## src/hw/rtl/dsc_pkg.sv

```systemverilog
// shared types, codes and helper functions for diagnostic session control
`timescale 1ns / 1ps
`default_nettype none

package dsc_pkg;

   // inactivity timer width
   localparam int TIMER_WIDTH = 16;
   // timeout register width
   localparam int CSR_WIDTH = 16;
   // width that holds both the timeout register and the timer
   localparam int WIDE_WIDTH = (TIMER_WIDTH > CSR_WIDTH) ? TIMER_WIDTH : CSR_WIDTH;

   typedef logic [1:0]             func_type;
   typedef logic [2:0]             req_session_type;
   typedef logic [1:0]             session_type;
   typedef logic [1:0]             status_type;
   typedef logic [CSR_WIDTH-1:0]   csr_type;
   typedef logic [TIMER_WIDTH-1:0] timer_type;
   typedef logic [31:0]            count_type;

   // function codes
   localparam func_type FUNC_TICK      = 2'd0;
   localparam func_type FUNC_REQUEST   = 2'd1;
   localparam func_type FUNC_KEEPALIVE = 2'd2;

   // session codes
   localparam session_type SESS_DEFAULT = 2'd0;
   localparam session_type SESS_PROG    = 2'd1;
   localparam session_type SESS_EXT     = 2'd2;
   localparam session_type SESS_SAFETY  = 2'd3;

   // highest valid requested session code
   localparam req_session_type REQ_MAX = 3'd3;

   // status codes
   localparam status_type ST_OK      = 2'd0;
   localparam status_type ST_INVALID = 2'd1;
   localparam status_type ST_REFUSED = 2'd2;
   localparam status_type ST_TIMEOUT = 2'd3;

   // timeout after reset
   localparam csr_type S3_RESET = CSR_WIDTH'(5000);

   // timeout clipped to what the timer can hold
   function automatic timer_type reload_value(input csr_type s3);
      logic [WIDE_WIDTH-1:0] s3_wide;
      logic [WIDE_WIDTH-1:0] max_wide;
      s3_wide  = WIDE_WIDTH'(s3);
      max_wide = WIDE_WIDTH'({TIMER_WIDTH{1'b1}});
      if (s3_wide > max_wide) begin
         return TIMER_WIDTH'(max_wide);
      end
      return TIMER_WIDTH'(s3_wide);
   endfunction

   // session transition matrix
   function automatic logic transition_allowed(input session_type from, input session_type to);
      logic ok;
      ok = 1'b0;
      if (to == SESS_DEFAULT) begin
         ok = 1'b1;
      end else begin
         case (from)
            SESS_DEFAULT: ok = 1'b1;
            SESS_PROG:    ok = (to == SESS_PROG);
            SESS_EXT:     ok = (to == SESS_EXT) || (to == SESS_PROG);
            SESS_SAFETY:  ok = (to == SESS_SAFETY);
            default:      ok = 1'b0;
         endcase
      end
      return ok;
   endfunction

endpackage

`default_nettype wire

```

## src/hw/rtl/diagnostic_session_control.sv

```systemverilog
// diagnostic session control: session state, inactivity timer and change count
//
//   channel  ports                                     direction  role
//   req      req_valid/ready, func, requested_session  in         tick, request, keepalive
//   rsp      rsp_valid/ready, status ... change_count  out        one result per item
//   csr      csr_valid/ready, csr_s3_timeout           in         timeout write, reloads timer
//
// One item per clock sustained while rsp_ready holds; a result passes through the input
// register, then the result register, set by the single update of the state registers.
// Reset gives the default session, a 5000-tick timeout, a timer loaded with it and a zero count.
// A stalled result holds in the result register while one more item waits in the input register.
// The timeout port is always ready.
`timescale 1ns / 1ps
`default_nettype none

module diagnostic_session_control (
   input  wire logic                     clock,
   input  wire logic                     reset,
   input  wire logic                     req_valid,
   output      logic                     req_ready,
   input  wire dsc_pkg::func_type        req_func,
   input  wire dsc_pkg::req_session_type req_requested_session,
   output      logic                     rsp_valid,
   input  wire logic                     rsp_ready,
   output      dsc_pkg::status_type      rsp_status,
   output      dsc_pkg::session_type     rsp_session,
   output      logic                     rsp_is_default,
   output      logic                     rsp_session_changed,
   output      dsc_pkg::session_type     rsp_previous_session,
   output      dsc_pkg::count_type       rsp_change_count,
   input  wire logic                     csr_valid,
   output      logic                     csr_ready,
   input  wire dsc_pkg::csr_type         csr_s3_timeout
);
   import dsc_pkg::*;

   // input register
   logic            in_valid_ff;
   func_type        in_func_ff;
   req_session_type in_req_ff;

   // state
   csr_type     s3_ff;
   session_type session_ff;
   session_type session_in;
   timer_type   timer_ff;
   timer_type   timer_in;
   count_type   count_ff;
   count_type   count_in;

   // result register
   logic        out_valid_ff;
   status_type  status_ff;
   status_type  status_in;
   session_type active_ff;
   logic        is_default_ff;
   logic        changed_ff;
   logic        changed_in;
   session_type previous_ff;
   count_type   out_count_ff;

   logic      advance;
   timer_type timer_dec;
   timer_type reload;

   // pipeline moves when the result register is free or being taken
   assign advance   = !out_valid_ff || rsp_ready;
   assign req_ready = !in_valid_ff || advance;
   assign csr_ready = 1'b1;
   assign reload    = reload_value(s3_ff);
   assign timer_dec = (timer_ff != '0) ? timer_ff - 1'b1 : timer_ff;

   // next state and result for the held item
   always_comb begin
      session_in = session_ff;
      timer_in   = timer_ff;
      count_in   = count_ff;
      status_in  = ST_OK;
      changed_in = 1'b0;
      case (in_func_ff)
         FUNC_TICK: begin
            if (session_ff != SESS_DEFAULT) begin
               timer_in = timer_dec;
               if (timer_dec == '0) begin
                  session_in = SESS_DEFAULT;
                  timer_in   = reload;
                  status_in  = ST_TIMEOUT;
                  changed_in = 1'b1;
               end
            end
         end
         FUNC_REQUEST: begin
            if (in_req_ff > REQ_MAX) begin
               status_in = ST_INVALID;
            end else if (!transition_allowed(session_ff, in_req_ff[1:0])) begin
               status_in = ST_REFUSED;
            end else begin
               session_in = in_req_ff[1:0];
               timer_in   = reload;
               count_in   = count_ff + 1'b1;
               changed_in = 1'b1;
            end
         end
         FUNC_KEEPALIVE: begin
            timer_in = reload;
         end
         default: begin
            session_in = session_ff;
         end
      endcase
   end

   // input register transfer
   always_ff @(posedge clock) begin
      if (reset) begin
         in_valid_ff <= 1'b0;
      end else if (req_ready) begin
         in_valid_ff <= req_valid;
      end
      if (req_valid && req_ready) begin
         in_func_ff <= req_func;
         in_req_ff  <= req_requested_session;
      end
   end

   // state update and timeout writes
   always_ff @(posedge clock) begin
      if (reset) begin
         s3_ff      <= S3_RESET;
         session_ff <= SESS_DEFAULT;
         timer_ff   <= reload_value(S3_RESET);
         count_ff   <= '0;
      end else begin
         if (advance && in_valid_ff) begin
            session_ff <= session_in;
            timer_ff   <= timer_in;
            count_ff   <= count_in;
         end
         if (csr_valid && csr_ready) begin
            s3_ff    <= csr_s3_timeout;
            timer_ff <= reload_value(csr_s3_timeout);
         end
      end
   end

   // result register
   always_ff @(posedge clock) begin
      if (reset) begin
         out_valid_ff <= 1'b0;
      end else if (advance) begin
         out_valid_ff <= in_valid_ff;
      end
      if (advance && in_valid_ff) begin
         status_ff     <= status_in;
         active_ff     <= session_in;
         is_default_ff <= (session_in == SESS_DEFAULT);
         changed_ff    <= changed_in;
         previous_ff   <= session_ff;
         out_count_ff  <= count_in;
      end
   end

   assign rsp_valid            = out_valid_ff;
   assign rsp_status           = status_ff;
   assign rsp_session          = active_ff;
   assign rsp_is_default       = is_default_ff;
   assign rsp_session_changed  = changed_ff;
   assign rsp_previous_session = previous_ff;
   assign rsp_change_count     = out_count_ff;

   // a timeout result always lands in default, coming from elsewhere
   a_timeout_to_default: assert property (@(posedge clock) disable iff (reset)
      out_valid_ff && (status_ff == ST_TIMEOUT) |->
         changed_ff && (active_ff == SESS_DEFAULT) && (previous_ff != SESS_DEFAULT))
      else $error("timeout result without a return to default");

   // no change means the session stayed put
   a_unchanged_session: assert property (@(posedge clock) disable iff (reset)
      out_valid_ff && !changed_ff |-> (active_ff == previous_ff))
      else $error("session moved without a change notification");

   // refused or invalid requests leave the state alone
   a_rejected_keeps_state: assert property (@(posedge clock) disable iff (reset)
      advance && in_valid_ff && ((status_in == ST_INVALID) || (status_in == ST_REFUSED))
         |=> $stable(session_ff) && $stable(count_ff))
      else $error("rejected request changed session or count");

   // the count moves only with an accepted request
   a_count_step: assert property (@(posedge clock) disable iff (reset)
      (count_ff != $past(count_ff)) && !$past(reset) |->
         $past(advance && in_valid_ff && (in_func_ff == FUNC_REQUEST) && changed_in))
      else $error("change count moved without an accepted request");

endmodule

`default_nettype wire
```

## config.mk

```make
export PLATFORM = sky130hd
export DESIGN_NAME = diagnostic_session_control
export DESIGN_NICKNAME = d
export VERILOG_FILES = /design/src/hw/rtl/dsc_pkg.sv /design/src/hw/rtl/diagnostic_session_control.sv
export SDC_FILE = /design/constraint.sdc
export NUM_CORES = 1
export LEC_CHECK = 0
export BUFFER_PORTS_ARGS = -buffer_cell sky130_fd_sc_hd__buf_4
export CAP_MARGIN = 20
export CORE_MARGIN = 1
export CORE_UTILIZATION = 60
export CTS_BUF_LIST = sky130_fd_sc_hd__clkbuf_8
export CTS_CLUSTER_SIZE = 8
export DETAILED_ROUTE_END_ITERATION = 10
export GPL_TIMING_DRIVEN = 1
export PLACE_DENSITY = 0.82
export SYNTH_ARGS = -nofsm -noshare
export SYNTH_HDL_FRONTEND = slang
export SYNTH_SLANG_ARGS = --single-unit
```

## constraint.sdc

```tcl
create_clock -name clock -period 5.9 [get_ports clock]
set_input_delay 1.475 -clock clock [delete_from_list [all_inputs] [get_ports clock]]
set_output_delay 1.475 -clock clock [all_outputs]
set_load 0.02 [all_outputs]
```

==> results_dict.tcl <==
set metrics [dict create \
    worstPathMaxFanout 5 \
    cap_violations 0 \
    final_common_cell "nor2_1" \
    synth_area_per_cell_sq_um 9.78 \
    worst_slew_pin_slew_ns 1.02 \
    cts_setup_buffers 0 \
    min-delay-start "s3_ff[7]" \
    io_buffers 67 \
    grt_pass1_vias 4154 \
    final_cell_mix "nor2_1, dfxtp_1, buf_4" \
    endpoint_kind "primary output" \
    grt_overflow 0 \
    syn-cell-area_sq_um 5760 \
    crit_type "input pin to primary output" \
    synth_fp_nets 623 \
    root_buffer "clkbuf_8" \
    antenna_found_initial 0 \
    fin_tns_setup_ns 0 \
    holdWs_ns 0.454 \
    cpPeakStageDelay_ns 0.30 \
    synth_top_area_share_pct 23.6 \
    synth_largest_area_cell "dfxtp_1" \
    cts_buffer_depth 2 \
    ant_nets 0 \
    rsz0062_at_grt "no" \
    cp.arrival_ns 2.18 \
    run_status "complete, no violations" \
    synth_warnings 0 \
    max_freq_ghz 0.274 \
    slowest_stage "nor2b_1" \
    first_pass_iters 4 \
    max_slew_margin_pct 31.8 \
    clk-insertion-delay-late_ns 0.44 \
    dp_hpwl_mm 7.97 \
    fin_nets 671 \
    hold_viol_final 0 \
    drt_wl_total_mm 12.0 \
    post_cts_resized 0 \
    io_pins 69 \
    p_per_area_nw_per_um2 267 \
    insertedDiodeCount 0 \
    gp_congestion 0.956 \
    die_h_um 100 \
    cp_common_cell "buf_4" \
    placementRows 35 \
    drive_above_1_share_pct 18.9 \
    core_sq_um 9280 \
    leakagePower_nw 2.53 \
    hp-class "flop to flop" \
    die_area_sq_um 10000 \
    async_reset_ff_share_pct 0 \
    grt_max_degree 67 \
    start_util_pct 62.0 \
    ys_seq_elements 113 \
    clk_pin_slew_ns 0.07 \
    crit_path_start_kind "input pin" \
    slew_viol_final 0 \
    syn_inst 589 \
    final.min_clock_period_ns 3.66 \
    vdd_drop_max_v 0.000173 \
    finalCritPeriodShare_pct 62.0 \
    crit_start "rsp_ready" \
    drt_iter0_markers 187 \
    clock_sinks 113 \
    r2r-start "timer_ff[0]" \
    numCtsBuffers 17 \
    route.vias.total 4477 \
    synth-seq-area-share_pct 47.1 \
    worstPathRequired_ns 4.43 \
    synth_top_flop_cell "dfxtp_1" \
    setup_viol 0 \
    via_per_inst 5.75 \
    htree_levels 4 \
    cts_tree "built" \
    synthDistinctLibCells 69 \
    synthTopCellsByArea "dfxtp_1, edfxtp_1, xnor2_1" \
    grt_usage_pct 25.2 \
    synth_edf_count 45 \
    synthToLayoutAreaGrowth_pct 14.7 \
    ff2ff_setup_slack_ns 2.41 \
    path_cells "buf_4 -> nor2b_1 -> nand2_1 -> buf_4" \
    cts_hold_buf 0 \
    clock_skew_ns 0.0119 \
    wl_per_cell_um 15.3 \
    grt_pass1_wl_mm 19.7 \
    die_w_um 100 \
    drc 0 \
]
[worst max-delay path, delay by kind of cell]
kind | cells | cell delay, ns
AND/OR/NAND/NOR | 2 | 0.42
buffers and inverters | 2 | 0.28
[path summary, 6_finish.rpt]
| path | depth (start not counted) | to |
|---|---|---|
| max | 4 | req_ready |
| min reg2reg | 2 | s3_ff[7] |
| min | 2 | s3_ff[7] |
| max reg2reg | 9 | timer_ff[0] |
[metrics by stage]
stage                     utilization (%)  worst slack [ns]  cell area (sq um)  std cells  total power [W]
after floorplan                         -              2.20               5760        589          0.00102
after global placement               67.1              1.98               6230        747          0.00107
after detailed placement             67.1              1.86               6230        747          0.00108
after CTS                            71.2              2.24               6610        779          0.00177
after global routing                 71.2              2.05               6610        779          0.00183
final                                71.2              2.24               6610        779          0.00177
[metal layers]
metal | GRT usage (%) | vias up | routed length (um)
met4 | 10.7 | 0 | 281
met5 | 0 | - | 0
met2 | 41.4 | 149 | 5820
li1 | - | 2189 | -
met3 | 5.08 | 31 | 579
met1 | 32.6 | 2108 | 5270
[sequential cells by signal, indices dropped and copies added, names as in the netlist, 2 cells and up]
name / flops
rsp_status: 2
in_func_ff: 2
s3_ff: 16
in_req_ff: 3
session_ff: 2
rsp_session: 2
rsp_change_count: 32
timer_ff: 16
count_ff: 32
rsp_previous_session: 2
[synth_stat cells, types with 4 or more instances]
master and number:
a2111oi_0 4, a21oi_1 22, a22oi_1 4, a31oi_1 6
and2_1 5, and3_1 11, buf_6 5, clkbuf_1 27
dfxtp_1 68, edfxtp_1 45, ha_1 8, inv_1 20
mux2i_1 24, nand2_1 29, nand2b_1 5, nand3_1 13
nand4_1 10, nor2_1 75, nor2b_1 9, nor3_1 32
nor3b_1 7, nor4_1 7, o21ai_0 12, o31ai_1 4
or2_2 4, or3_1 7, or4_1 4, xnor2_1 35
xor2_1 29
[power by group]
group | leakage, nW | internal (W) | switching, W
Combinational | 1.37 | 0.0000777 | 0.000110
Clock | 0.189 | 0.000371 | 0.000333
Sequential | 0.965 | 0.000845 | 0.0000290
[logic make-up after synthesis]
family / after synthesis / share of synthesized area, %
muxes: 28 / 5.02
AOI/OAI and AO/OA: 80 / 10.1
xor gates and xnor gates: 64 / 9.73
DFF: 113 / 47.1
and+or+nand+nor: 237 / 21.5
buffers and inverters: 58 / 4.71
adders and majority gates: 8 / 1.74
other: 1 / 0.0651
[cell type report]
class | instances | area (sq um)
clock buffer | 17 | 234
sequential | 113 | 2710
fill | 711 | 2680
inverter | 20 | 75.1
multi-input combinational | 418 | 2780
tap | 129 | 161
clock inverter | 15 | 145
timing repair buffer | 67 | 503
(Power assumes the default switching activity.)
